`config.mk`:
```
export PLATFORM = sky130hd
export DESIGN_NAME = lbp3x3_queue
export DESIGN_NICKNAME = d
export VERILOG_FILES = /design/src/rtl/lbp3x3_pkg.sv /design/src/rtl/lbp3x3_queue.sv
export SDC_FILE = /design/constraint.sdc
export NUM_CORES = 1
export LEC_CHECK = 0
export BUFFER_PORTS_ARGS = -buffer_cell sky130_fd_sc_hd__buf_2
export CORE_UTILIZATION = 56
export CTS_BUF_LIST = sky130_fd_sc_hd__clkbuf_8
export DETAILED_ROUTE_END_ITERATION = 6
export GPL_ROUTABILITY_DRIVEN = 0
export PLACE_DENSITY = 0.78
export SKIP_CTS_REPAIR_TIMING = 1
export SLEW_MARGIN = 30
export SYNTH_ARGS = -nofsm -noshare
export SYNTH_HDL_FRONTEND = slang
export SYNTH_SLANG_ARGS = --single-unit
```
`constraint.sdc`:
```
create_clock -name clock -period 2.35 [get_ports clock]
set_clock_uncertainty 0.05 [all_clocks]
set_input_delay 0.3525 -clock clock [delete_from_list [all_inputs] [get_ports clock]]
set_output_delay 0.3525 -clock clock [all_outputs]
set_load 0.02 [all_outputs]
```
`src/rtl/lbp3x3_pkg.sv`:
```
// lbp3x3_pkg: shared constants and types of the 3x3 local binary pattern stream unit
// no dependencies; imported by every lbp3x3 module except lbp3x3_ram, and by the top level
`default_nettype none

package lbp3x3_pkg;

   // image geometry limits
   localparam int MAX_WIDTH = 1024;
   localparam int COL_W     = $clog2(MAX_WIDTH);
   localparam int WIDTH_W   = 11;
   localparam int HEIGHT_W  = 12;
   localparam int PIX_W     = 8;
   localparam int CODE_W    = 8;

   // configuration port
   localparam int CSR_IDX_W  = 1;
   localparam int CSR_DATA_W = 12;
   localparam logic [CSR_IDX_W-1:0] CSR_IMAGE_WIDTH  = 1'b0;
   localparam logic [CSR_IDX_W-1:0] CSR_IMAGE_HEIGHT = 1'b1;
   localparam logic [WIDTH_W-1:0]  WIDTH_RESET  = 11'd3;
   localparam logic [HEIGHT_W-1:0] HEIGHT_RESET = 12'd3;

   // queue between the front and back parts
   localparam int QUEUE_DEPTH = 4;
   localparam int QPTR_W      = $clog2(QUEUE_DEPTH);
   localparam int QLVL_W      = $clog2(QUEUE_DEPTH + 2);

   // one classified pixel with its column neighbours from the line buffers
   typedef struct packed {
      logic [PIX_W-1:0] pixel;
      logic [PIX_W-1:0] top;
      logic [PIX_W-1:0] mid;
      logic             emit;
      logic             last;
   } lbp3x3_entry_type;

endpackage

`default_nettype wire

```
`src/rtl/lbp3x3_queue.sv`:
```
// lbp3x3_queue: short first-in first-out queue of classified pixels
// depends on lbp3x3_pkg; the front never pushes into a full queue
`default_nettype none

module lbp3x3_queue
   import lbp3x3_pkg::*;
(
   input  wire logic              clock,
   input  wire logic              reset,
   input  wire logic              push,
   input  wire lbp3x3_entry_type  push_entry,
   input  wire logic              pop,
   output logic                   head_valid,
   output lbp3x3_entry_type       head_entry,
   output logic [QLVL_W-1:0]      level
);

   lbp3x3_entry_type  slot_ff [QUEUE_DEPTH];
   logic [QPTR_W-1:0] wr_ptr_ff, wr_ptr_in;
   logic [QPTR_W-1:0] rd_ptr_ff, rd_ptr_in;
   logic [QLVL_W-1:0] count_ff, count_in;
   logic              do_pop;

   assign head_valid = count_ff != '0;
   assign head_entry = slot_ff[rd_ptr_ff];
   assign level      = count_ff;
   assign do_pop     = pop && head_valid;

   // pointer and fill count update
   always_comb begin
      wr_ptr_in = push   ? wr_ptr_ff + QPTR_W'(1) : wr_ptr_ff;
      rd_ptr_in = do_pop ? rd_ptr_ff + QPTR_W'(1) : rd_ptr_ff;
      count_in  = count_ff + QLVL_W'(push) - QLVL_W'(do_pop);
   end

   always_ff @(posedge clock) begin
      if (reset) begin
         wr_ptr_ff <= '0;
         rd_ptr_ff <= '0;
         count_ff  <= '0;
      end else begin
         wr_ptr_ff <= wr_ptr_in;
         rd_ptr_ff <= rd_ptr_in;
         count_ff  <= count_in;
      end
   end

   // entry storage
   always_ff @(posedge clock) begin
      if (push) begin
         slot_ff[wr_ptr_ff] <= push_entry;
      end
   end

endmodule

`default_nettype wire

```
Word-level counts from Yosys, hierarchy flattened
Memory sizes are Yosys's and may differ from the RTL's. A register that Yosys moved wholly into a read port is not among the register bits.
Index checks and enable logic that the tools add are counted.
{ "word_totals": {"register_bits": 7, "latch_bits": 0, "mem_bits_rw": 104, "romBits": 0, "in_bits": 30, "out_inout_bits": 30, "wordCells": 14, "mem_count": 1} }
{ "op_classes": {"n_addsub": 4, "n_mul": 0, "div": 0, "n_lt_le_gt_ge": 0, "n_eq_ne": 0, "n_shift": 0, "muxes": 4, "n_bitwise": 0, "reduce_logical": 2} }
{ "mem_list": {"columns": ["name", "words", "word_bits", "read_ports", "rd_clocked_by_memory_dff", "wr", "line_no", "source"], "rows": [
  ["slot_ff", 4, 26, 1, 1, 1, "lbp3x3_queue.sv:18", "lbp3x3_entry_type slot_ff [QUEUE_DEPTH];"]
]} }
{ "ops": {"columns": ["cell", "n"], "rows": [
  ["$add 2x1->2 const B", 2],
  ["$mux 2", 2],
  ["$add 3x1->3", 1],
  ["$reduce_bool 3->1", 1],
  ["$sub 3x1->3", 1],
  ["$mux 1", 2],
  ["$logic_and 1x1->1", 1]
]} }

Longest topological paths before layout
{ "logic_depth": {"word_depth": 4, "depth_mapped": 7} }

Least setup slack after synthesis
Ideal clock, no wire load.
{ "synth_timing": {"kind": "reg-to-reg", "from": "register count_ff[1] (netlist: level[1])", "to": "register count_ff[2] (netlist: level[2])", "setup_ns": 0.126, "arrival_ns": 1.801, "required_ns": 2.174, "setup_slack_ns": 0.373, "stages_incl_launch_ff": 8, "path_buffers": 0, "period_less_slack_ns": 1.977, "cell_sequence": "dfxtp_1 -> o31a_1 -> ha_1 -> inv_1 -> ha_1 -> fa_1 -> xor3_1 -> nor2_1"} }
{ "synth_between": {"elab_chain_len": 3} }
{ "synth_rtl": {"columns": ["element", "line_no", "source"], "rows": [
  ["start, declared", "lbp3x3_queue.sv:21", "logic [QLVL_W-1:0] count_ff, count_in;"],
  ["start signal, assigned", "lbp3x3_queue.sv:44", "count_ff <= count_in;"],
  ["$reduce_bool 3->1", "lbp3x3_queue.sv:24", "assign head_valid = count_ff != '0;"],
  ["$logic_and 1x1->1", "lbp3x3_queue.sv:27", "assign do_pop = pop && head_valid;"],
  ["net do_pop", "lbp3x3_queue.sv:22", "logic do_pop;"],
  ["$sub 3x1->3", "lbp3x3_queue.sv:33", "count_in = count_ff + QLVL_W'(push) - QLVL_W'(do_pop);"]
]} }
The timed path passes the listed nets, and every way through them passes these cells.
A chain may end at the register's enable or synchronous reset.

==> run summary <==
PortBufs: 59
CTS clock-pin slew for the worst setup and hold paths: 60 ps
Worst rel slew slack: 0.695
Leakage: 1.79 nW
Final wirelength: 6540 µm
Overflow after GRT: 0
Setup crit end kind: output port
Placed cells: 341
Final hold violation count: 0
Yosys Warn Count: 0
FILL cells: 494
Pin count of the biggest net entering global routing: 23
Maximum VDD drop: 587 µV
I/O pin count: 60
Pwr/cell area: 986 nW/µm²
Synthesized area: 4270 µm²
Worst-skew pair later-pin latency: 400 ps
N_diodes: 0
NumNets Final: 298
Antenna Nets Post-Route: 0
Syn-to-layout area delta: 18.6%
Syn Area/Cell: 23.6 µm²
DIE HEIGHT: 89.3 µm
Seq/Total Area, Yosys: 0.774
Row count: 31
Register-to-register setup slack: 390 ps
F_max: 0.453 GHz
Post-synth top area cell: edfxtp_1
Total of max-cap violations: 0
FF+latch count, synth: 113
Starting density of the core: 0.585
Post-route setup TNS: 0 ps
Die Wd: 89.3 µm
Hold Crit Class: in2reg
Critical path's slowest cell: mux4_1
Dpl ws: 402 ps
CTS Buffer Depth: 2
Ordered list of cells on the worst path: buf_12 -> mux4_1 -> buf_2
Core ar.: 7290 µm²
Die Area: 7970 µm²
RR Startpoint: level[1]$_SDFF_PP0_
Critical path type: reg2out
Startpoint Class: flop
Layout cells sized above 1: 0.427
Clk root buf: clkbuf_8
Hold path depth: 1
Synth top area share: 0.732
Vias in the first global route: 2003
Crit path arrival time: 1800 ps
Final std cells w/o fill: 373
FF-to-FF path depth: 7
Placed inst area: 4720 µm²
Initial drt markers: 120
Routed len/inst: 17.5 µm
Ranking of synthesized cells by area: edfxtp_1 73%, mux4_2 11%, dfxtp_1 4.2%, mux4_1 3.7%, ha_1 1.8%
RSZ-0062 raised after global routing: false
Crit-path max cell delay: 570 ps
Netlist cell types: 22
CTS Buf Count: 17
Initial antenna violation count: 0
Setup Viol. Count Final: 0
Worst Path Max Fanout: 22
Worst Path Required: 1950 ps
Worst Tran Pin Value: 457 ps
Hold path startpoint: push_entry[21]
DR DRC count: 0
Fin area: 5060 µm²
Worst Hold Path EP: slot_ff[0][21]$_DFFE_PP_
Clock sinks: 113
First-pass GRT wire length: 9940 µm
DR vias/cell: 5.30
Worst setup margin: 144 ps
Min Hold Slack: 105 ps
Final Cycle Share: 0.939
Mapped Cells: 181
Status: finished, final reports clean
H-tree levels: 4
Min cycle time layout: 2210 ps
GRT Util Overall: 0.186
CTS tree: built
Syn nets: 218
Final Max Tran Viols: 0
Via count: 1976
First-pass detailed-route iteration total: 4
RR Endpoint: level[2]$_SDFF_PP0_
[worst max-delay path by stage]
stage / start / to / cells past startpoint / slack (ps)
final: flop / head_entry[4] / 3 / 140
after global routing: flop / head_entry[4] / 3 / 20
after detailed placement: level[1]$_SDFF_PP0_ / level[2]$_SDFF_PP0_ / 7 / 400
after CTS: flop / head_entry[1] / 3 / 80
after global placement: level[1]$_SDFF_PP0_ / level[2]$_SDFF_PP0_ / 7 / 430
after floorplan: level[1]$_SDFF_PP0_ / level[2]$_SDFF_PP0_ / 7 / 370
[layout make-up]
type | count | area [µm²] | share of cell area
flip-flops and latches | 113 | 3300 | 0.653
clock inverters | 15 | 104 | 0.0205
clock buffers | 17 | 234 | 0.0462
multi-input cells | 55 | 872 | 0.172
inverters | 6 | 22.5 | 0.00445
repair buffers | 68 | 400 | 0.0791
well taps | 99 | 124 | 0.0245
[sequential cells by signal, indices dropped and copies added (netlist names), named ones only]
signal     count
level          3
slot_ff      104
rd_ptr_ff      2
wr_ptr_ff      2
[cell usage after synthesis, drive strengths merged]
cell type  number
dfxtp           9
inv             6
nor2            5
buf             5
mux4           26
and2            4
nor2b           4
mux2i           1
mux2            3
fa              1
ha              6
edfxtp        104
xnor2           1
or3             1
o311ai          1
o31a            1
clkbuf          2
xor3            1
[worst max-delay path: cells and delay by family (launching register included)]
| kind | cells | cell delay, ps |
|---|---|---|
| DFF | 1 | 410 |
| muxes | 1 | 570 |
| buffers and inverters | 2 | 410 |
[cells in the final DEF (no fill, tap or decap), types with 2 or more instances in the layout]
cell,Yosys,final
mux4_2,20,20
and2_1,4,4
buf_4,0,6
clkinvlp_4,0,5
edfxtp_1,104,104
clkinv_1,0,5
ha_1,6,6
buf_12,2,3
inv_1,6,8
buf_2,2,59
nor2_1,5,5
clkbuf_8,0,17
mux4_1,6,6
dfxtp_1,9,8
nor2b_1,4,4
mux2_2,3,3
clkinv_2,0,2
[logic make-up (layout without fill, tap and decap cells)]
logic type / after synthesis / in the layout / synth area share
DFF: 113 / 113 / 0.774
buffers and inverters: 13 / 106 / 0.0217
muxes: 30 / 30 / 0.153
and+or+nand+nor: 14 / 14 / 0.0176
xor gates and xnor gates: 2 / 2 / 0.00762
AOI/OAI and AO/OA: 2 / 2 / 0.00411
adders and majority gates: 7 / 7 / 0.0223
[routing by layer]
layer / global-route usage / wire (µm) / up-vias
met5: 0 / 0 / -
met1: 0.214 / 2590 / 989
met4: 0.0981 / 91 / 0
li1: - / - / 911
met3: 0.0720 / 375 / 8
met2: 0.305 / 3490 / 68
[power by group]
group	internal (W)	switching [W]	leakage (nW)
combinational	0.000515	0.000554	0.594
sequential	0.00233	0.0000771	1.03
clock	0.000800	0.000711	0.163
total	0.00365	0.00134	1.79
[per-stage QoR]
stage,util,power [W]
3_3_place_gp,0.648,0.00352
6_report,0.694,0.00499
3_5_place_dp,0.648,0.00354
4_1_cts,0.694,0.00506
2_1_floorplan,-,0.00326
5_1_grt,0.694,0.00523
Power figures use the tool's default switching activity.
