===== config.mk =====
export PLATFORM = sky130hd
export DESIGN_NAME = lbp3x3_back
export DESIGN_NICKNAME = d
export VERILOG_FILES = /design/src/rtl/lbp3x3_pkg.sv /design/src/rtl/lbp3x3_back.sv
export SDC_FILE = /design/constraint.sdc
export NUM_CORES = 1
export LEC_CHECK = 0
export BUFFER_PORTS_ARGS = -buffer_cell sky130_fd_sc_hd__buf_2
export CAP_MARGIN = 20
export CORE_AREA = 2 2 105 107
export CTS_BUF_LIST = sky130_fd_sc_hd__clkbuf_2
export CTS_CLUSTER_DIAMETER = 60
export CTS_CLUSTER_SIZE = 30
export DETAILED_ROUTE_END_ITERATION = 16
export DIE_AREA = 0 0 107 109
export HOLD_SLACK_MARGIN = 0.06
export PLACE_DENSITY = 0.63
export SYNTH_ARGS = -nofsm -noshare
export SYNTH_HDL_FRONTEND = slang
export SYNTH_SLANG_ARGS = --single-unit

===== constraint.sdc =====
create_clock -name clock -period 4 [get_ports clock]
set_input_delay 0.2 -clock clock [delete_from_list [all_inputs] [get_ports clock]]
set_output_delay 0.2 -clock clock [all_outputs]
set_load 0.03 [all_outputs]

===== src/rtl/lbp3x3_pkg.sv =====
// lbp3x3_pkg: shared constants and types of the 3x3 local binary pattern stream unit
// no dependencies; imported by every lbp3x3 module except lbp3x3_ram, and by the top level
`default_nettype none

package lbp3x3_pkg;

   // image geometry limits
   localparam int MAX_WIDTH = 1024;
   localparam int COL_W     = $clog2(MAX_WIDTH);
   localparam int WIDTH_W   = 11;
   localparam int HEIGHT_W  = 12;
   localparam int PIX_W     = 8;
   localparam int CODE_W    = 8;

   // configuration port
   localparam int CSR_IDX_W  = 1;
   localparam int CSR_DATA_W = 12;
   localparam logic [CSR_IDX_W-1:0] CSR_IMAGE_WIDTH  = 1'b0;
   localparam logic [CSR_IDX_W-1:0] CSR_IMAGE_HEIGHT = 1'b1;
   localparam logic [WIDTH_W-1:0]  WIDTH_RESET  = 11'd3;
   localparam logic [HEIGHT_W-1:0] HEIGHT_RESET = 12'd3;

   // queue between the front and back parts
   localparam int QUEUE_DEPTH = 4;
   localparam int QPTR_W      = $clog2(QUEUE_DEPTH);
   localparam int QLVL_W      = $clog2(QUEUE_DEPTH + 2);

   // one classified pixel with its column neighbours from the line buffers
   typedef struct packed {
      logic [PIX_W-1:0] pixel;
      logic [PIX_W-1:0] top;
      logic [PIX_W-1:0] mid;
      logic             emit;
      logic             last;
   } lbp3x3_entry_type;

endpackage

`default_nettype wire


===== src/rtl/lbp3x3_back.sv =====
// lbp3x3_back: 3x3 window registers, pattern compare and result register
// depends on lbp3x3_pkg; takes one queue entry per cycle while the result side flows
`default_nettype none

module lbp3x3_back
   import lbp3x3_pkg::*;
(
   input  wire logic              clock,
   input  wire logic              reset,
   input  wire logic              head_valid,
   input  wire lbp3x3_entry_type  head_entry,
   output logic                   pop,
   output logic                   rsp_valid,
   output logic [CODE_W-1:0]      rsp_code,
   output logic                   rsp_last,
   input  wire logic              rsp_ready
);

   // [0] top col-2, [1] top col-1, [2] mid col-2, [3] mid col-1,
   // [4] bottom col-2, [5] bottom col-1
   logic [PIX_W-1:0]  win_ff [6];
   logic [PIX_W-1:0]  win_in [6];
   logic              out_valid_ff, out_valid_in;
   logic [CODE_W-1:0] out_code_ff;
   logic              out_last_ff;
   logic [PIX_W-1:0]  center;
   logic [CODE_W-1:0] code;

   assign pop = head_valid && (!out_valid_ff || rsp_ready);

   // neighbour compares against the centre
   always_comb begin
      center  = win_ff[3];
      code[7] = win_ff[0]        >= center;
      code[6] = win_ff[1]        >= center;
      code[5] = head_entry.top   >= center;
      code[4] = head_entry.mid   >= center;
      code[3] = head_entry.pixel >= center;
      code[2] = win_ff[5]        >= center;
      code[1] = win_ff[4]        >= center;
      code[0] = win_ff[2]        >= center;
   end

   // window shift
   always_comb begin
      win_in = win_ff;
      if (pop) begin
         win_in[0] = win_ff[1];
         win_in[1] = head_entry.top;
         win_in[2] = win_ff[3];
         win_in[3] = head_entry.mid;
         win_in[4] = win_ff[5];
         win_in[5] = head_entry.pixel;
      end
   end

   // result register valid
   always_comb begin
      out_valid_in = out_valid_ff && !rsp_ready;
      if (pop) begin
         out_valid_in = head_entry.emit;
      end
   end

   always_ff @(posedge clock) begin
      if (reset) begin
         win_ff       <= '{default: '0};
         out_valid_ff <= 1'b0;
      end else begin
         win_ff       <= win_in;
         out_valid_ff <= out_valid_in;
      end
   end

   // result payload
   always_ff @(posedge clock) begin
      if (pop && head_entry.emit) begin
         out_code_ff <= code;
         out_last_ff <= head_entry.last;
      end
   end

   assign rsp_valid = out_valid_ff;
   assign rsp_code  = out_code_ff;
   assign rsp_last  = out_last_ff;

endmodule

`default_nettype wire


# Yosys cells after proc, flatten, opt, wreduce, memory -nomap -nowiden

Index checks and enable logic that the tools add are counted.

Word-level logic and storage cells: 24
Input port bits: 30
Output and inout port bits: 11
Flip-flop bits (word level): 58

Mux-type cells: 1
Reductions and logical operators: 6
$lt $le $gt $ge: 8

Operators with widths:

| cell                | count |
|---|---|
| 8-bit >= comparator | 8 |
| 1-bit logical AND   | 3 |
| 1-bit zero test     | 2 |
| 1-bit logical OR    | 1 |
| 1-bit 2-to-1 mux    | 1 |

# Longest topological paths before layout

Depth in word-level cells: 4
Gate-level depth with buffers: 6
Gate-level depth less buffers: 5

# Least setup slack after synthesis

OpenSTA, ideal clock, no wires.

Path kind: reg-to-reg
Start point: reg win_ff (netlist bit center[6])
End point: reg out_code_ff[1], in the netlist rsp_code[1] (data pin)
Required time: 3.731 ns
Setup slack: 2.487 ns
Arrival: 1.244 ns
Cell stages (with the launch flop): 6
Setup time: 0.269 ns
Cell sequence: dfxtp_1 > inv_1 > ha_1 > a21o_1 > a221oi_1 > o21ai_0

Word-level cells in the longest chain between the ends: 1

Ends and longest elaborated chain:

| element                | RTL line          | text |
|---|---|---|
| start, declared        | lbp3x3_back.sv:21 | `logic [PIX_W-1:0] win_ff [6];` |
| start signal, assigned | lbp3x3_back.sv:70 | `win_ff <= win_in;` |
| 8-bit >= comparator    | lbp3x3_back.sv:40 | `code[1] = win_ff[4] >= center;` |
| net code[1]            | lbp3x3_back.sv:27 | `logic [CODE_W-1:0] code;` |
| end signal, assigned   | lbp3x3_back.sv:78 | `out_code_ff <= code;` |
| end, declared          | lbp3x3_back.sv:24 | `logic [CODE_W-1:0] out_code_ff;` |

The timed path passes the listed nets, and every way through them passes these cells.
A chain may end at the register's enable or synchronous reset.

# Worst setup path after layout

Start point: reg out_valid_ff, in the netlist rsp_valid
End point: reg out_code_ff[2], in the netlist rsp_code[2], enable pin

Word-level cells in the longest chain between the ends: 4

Ends and longest elaborated chain:

| element                | RTL line          | text |
|---|---|---|
| start, declared        | lbp3x3_back.sv:23 | `logic out_valid_ff, out_valid_in;` |
| start signal, assigned | lbp3x3_back.sv:71 | `out_valid_ff <= out_valid_in;` |
| 1-bit zero test        | lbp3x3_back.sv:29 | `assign pop = head_valid && (!out_valid_ff \|\| rsp_ready);` |
| 1-bit logical OR       | lbp3x3_back.sv:29 |  |
| 1-bit logical AND      | lbp3x3_back.sv:29 |  |
| 1-bit logical AND      | lbp3x3_back.sv:77 | `if (pop && head_entry.emit) begin` |

Every way passes these cells.

==> flow_metrics.py <==
metrics = {
    "placement": {
        "gp_congestion": 0.7559,
        "post-dp-hpwl_mm": 6.051,
        "place_ws_ns": 1.896,
        "io_buffers": 40,
        "detailed_place.area_sq_um": 3746,
    },
    "setup_path": {
        "worstSetupPathType": "flip-flop to flip-flop",
        "crit_chain": "nand2b_2 > and3_1",
        "worst_path_max_delay_cell": "nand2b_2",
        "worstSetupStartpointType": "flip-flop",
        "worstPathRequired_ns": 4.12,
        "critPathMaxFanout": 50,
        "arrival_ns": 2.20,
        "cp-end-kind": "flip-flop",
        "slowest_delay_ns": 0.68,
    },
    "run_status": {
        "outcome": "complete, no violations",
    },
    "floorplan": {
        "die_h_microns": 109,
        "fp.dieW_microns": 107,
        "die-area_sq_um": 11660,
        "row_count": 38,
        "io_pins": 41,
        "core_sq_um": 10600,
        "start_util_pct": 33.11,
    },
    "route": {
        "wl_mm": 9.210,
        "routedWlPerCell_microns": 15.77,
        "drc": 0,
        "ant_nets": 0,
        "drt_iter0_markers": 245,
        "num_vias": 3135,
        "vias_per_cell": 5.368,
        "first_pass_iters": 5,
    },
    "cts": {
        "cts_buffers": 9,
        "path_clk_slew_ns": 0.17,
        "cts_root_buffer": "clkbuf_2",
        "worst_skew_pair.late_latency_ns": 0.47,
        "post_cts_resize_count": 0,
        "clkSinkCount": 58,
        "holdBufCountCts": 26,
        "cts_buffer_depth": 2,
        "post-cts-setup-buffers": 0,
        "cts_tree": "built",
        "htree_levels": 3,
    },
    "sta": {
        "final_max_slew_viol_count": 0,
        "finalSetupViolCount": 0,
        "period_minus_slack_ns": 2.074,
        "slew_headroom_pct": 34.62,
        "rsz0062_at_grt": "false",
        "max_freq_mhz": 482.1,
        "hold_viol_final": 0,
        "timing.final.ws_setup_ns": 1.926,
        "finalSetupTns_ns": 0,
        "skew_ns": 0.01990,
        "tightest_slew_ns": 0.9807,
        "finalCritPeriodShare_pct": 51.86,
    },
    "logic_synthesis": {
        "synth_area_sq_um": 3511,
        "yosysSeqAreaShare_pct": 35.64,
        "synth.distinct_cells": 24,
        "avgSynthCellArea_sq_um": 9.072,
        "netlist.area_leader.share_pct": 27.94,
        "synth_fp_nets": 481,
        "synthCells": 387,
        "ys_warn_count": 0,
        "synth.top_cells.by_area": "dfxtp_1 (28%), ha_1 (23%), nand3_1 (8.0%)",
        "yosys.area.top_type": "dfxtp_1",
        "ys_ff_latch": 58,
    },
    "grt": {
        "grt_use_met3_pct": 3.168,
        "met2_usage_pct": 26.84,
        "grt_remaining_overflow": 0,
        "grt_most_used_layer": "met2",
        "use_met1_pct": 22.92,
        "antenna_found_initial": 0,
        "grt_max_degree": 51,
        "grt_pass1_vias": 3045,
        "grt_util_all_layers_pct": 16.87,
        "grt_pass1_wl_mm": 15.15,
    },
    "layout": {
        "diodes": 0,
        "finalInstanceArea_sq_um": 4086,
        "fillers": 1076,
        "drive_above_1_share_pct": 13.51,
        "fin_nets": 533,
        "area_delta_synth_final_pct": 16.39,
    },
    "power_and_ir_drop": {
        "peakVddDrop_v": 0.0001312,
        "p_leak_uw": 0.001795,
        "power_density_nw_per_um2": 299.5,
    },
    "job": {
        "max_cap_viol_count": 0,
    },
    "min_path": {
        "min_path_type": "input port to flip-flop",
    },
}
-- layer usage --
layer / part of all wire [%] / up-vias
met5: 0 / -
met2: 46 / 82
met1: 48 / 1493
met3: 4.8 / 10
met4: 1.4 / 0
li1: - / 1550
-- cell families after synthesis --
| logic type | synth area share (%) |
|---|---|
| compound gates | 23.73 |
| fa+ha+maj | 22.81 |
| buf+inv | 6.200 |
| flops | 35.64 |
| simple gates | 11.62 |
-- final timing paths --
check | slack, ns | depth (start not counted) | endpoint | from
max | 1.93 | 2 | rsp_code[2] | rsp_valid
max reg2reg | 1.93 | 2 | rsp_code[2] | rsp_valid
min | 0.18 | 3 | win_ff[10] | head_valid
min reg2reg | 0.48 | 2 | win_ff[31] | center[7]
-- power by group --
| group | internal, uW | total [uW] | switching, uW |
|---|---|---|---|
| logic | 118 | 276 | 157 |
| clock network | 84.8 | 302 | 217 |
| registers | 627 | 646 | 19.4 |
| total | 830 | 1220 | 394 |
-- worst max-delay path: cells and delay by family, from the launching register on --
kind / cells / cell delay [ns]
simple gates: 2 / 1.36
flops: 1 / 0.36
-- cells in the final DEF (no fill, tap or decap), types with 2 or more instances in the layout --
cell	synthesis	routed
a21o_1	24	24
a21oi_1	48	48
a221oi_1	8	8
a31oi_1	8	8
and3_1	9	9
buf_2	15	40
buf_4	0	2
clkbuf_2	3	12
clkinv_1	0	2
dfxtp_1	49	49
dlygate4sd3_1	0	26
edfxtp_1	9	9
ha_1	64	64
inv_1	15	15
nand2b_1	9	8
nand3_1	56	56
o21ai_0	42	42
o21ai_1	13	13
-- final cells by class --
class | instances | area [sq um] | share of cell area, %
repair buffers | 68 | 475.5 | 11.64
flip-flops and latches | 58 | 1251 | 30.62
inverters | 16 | 60.06 | 1.470
well taps | 140 | 175.2 | 4.287
clock inverters | 4 | 20.02 | 0.4899
multi-input cells | 286 | 2044 | 50.03
clock buffers | 12 | 60.06 | 1.470
-- cells in the mapped netlist --
cell	instances
ha_1	64
o21ai_0	42
dfxtp_1	49
nand2b_1	9
nor2_1	1
edfxtp_1	9
a21oi_2	1
inv_2	1
and3_1	9
buf_6	3
buf_8	1
a21oi_1	48
o21ai_1	13
o21ai_2	1
buf_2	15
clkbuf_1	5
and2b_1	1
a21o_1	24
a221oi_1	8
a31oi_1	8
nand3_1	56
nand2_1	1
inv_1	15
clkbuf_2	3
-- metrics by stage --
stage	hold WS, ns	util (%)	instances	power (uW)
6_report	0.1792	38.54	584	1224
5_1_grt	0.1560	38.54	584	1299
4_1_cts	0.1380	38.54	584	1231
3_5_place_dp	0.3934	35.33	542	915.0
3_3_place_gp	0.3925	35.33	542	904.5
2_1_floorplan	0.2989	-	387	838.4
-- registers in the layout (all words and copies together), names as in the netlist --
name,count
rsp_last,1
center,8
rsp_code,8
rsp_valid,1
win_ff,40
(Power assumes the default switching activity.)
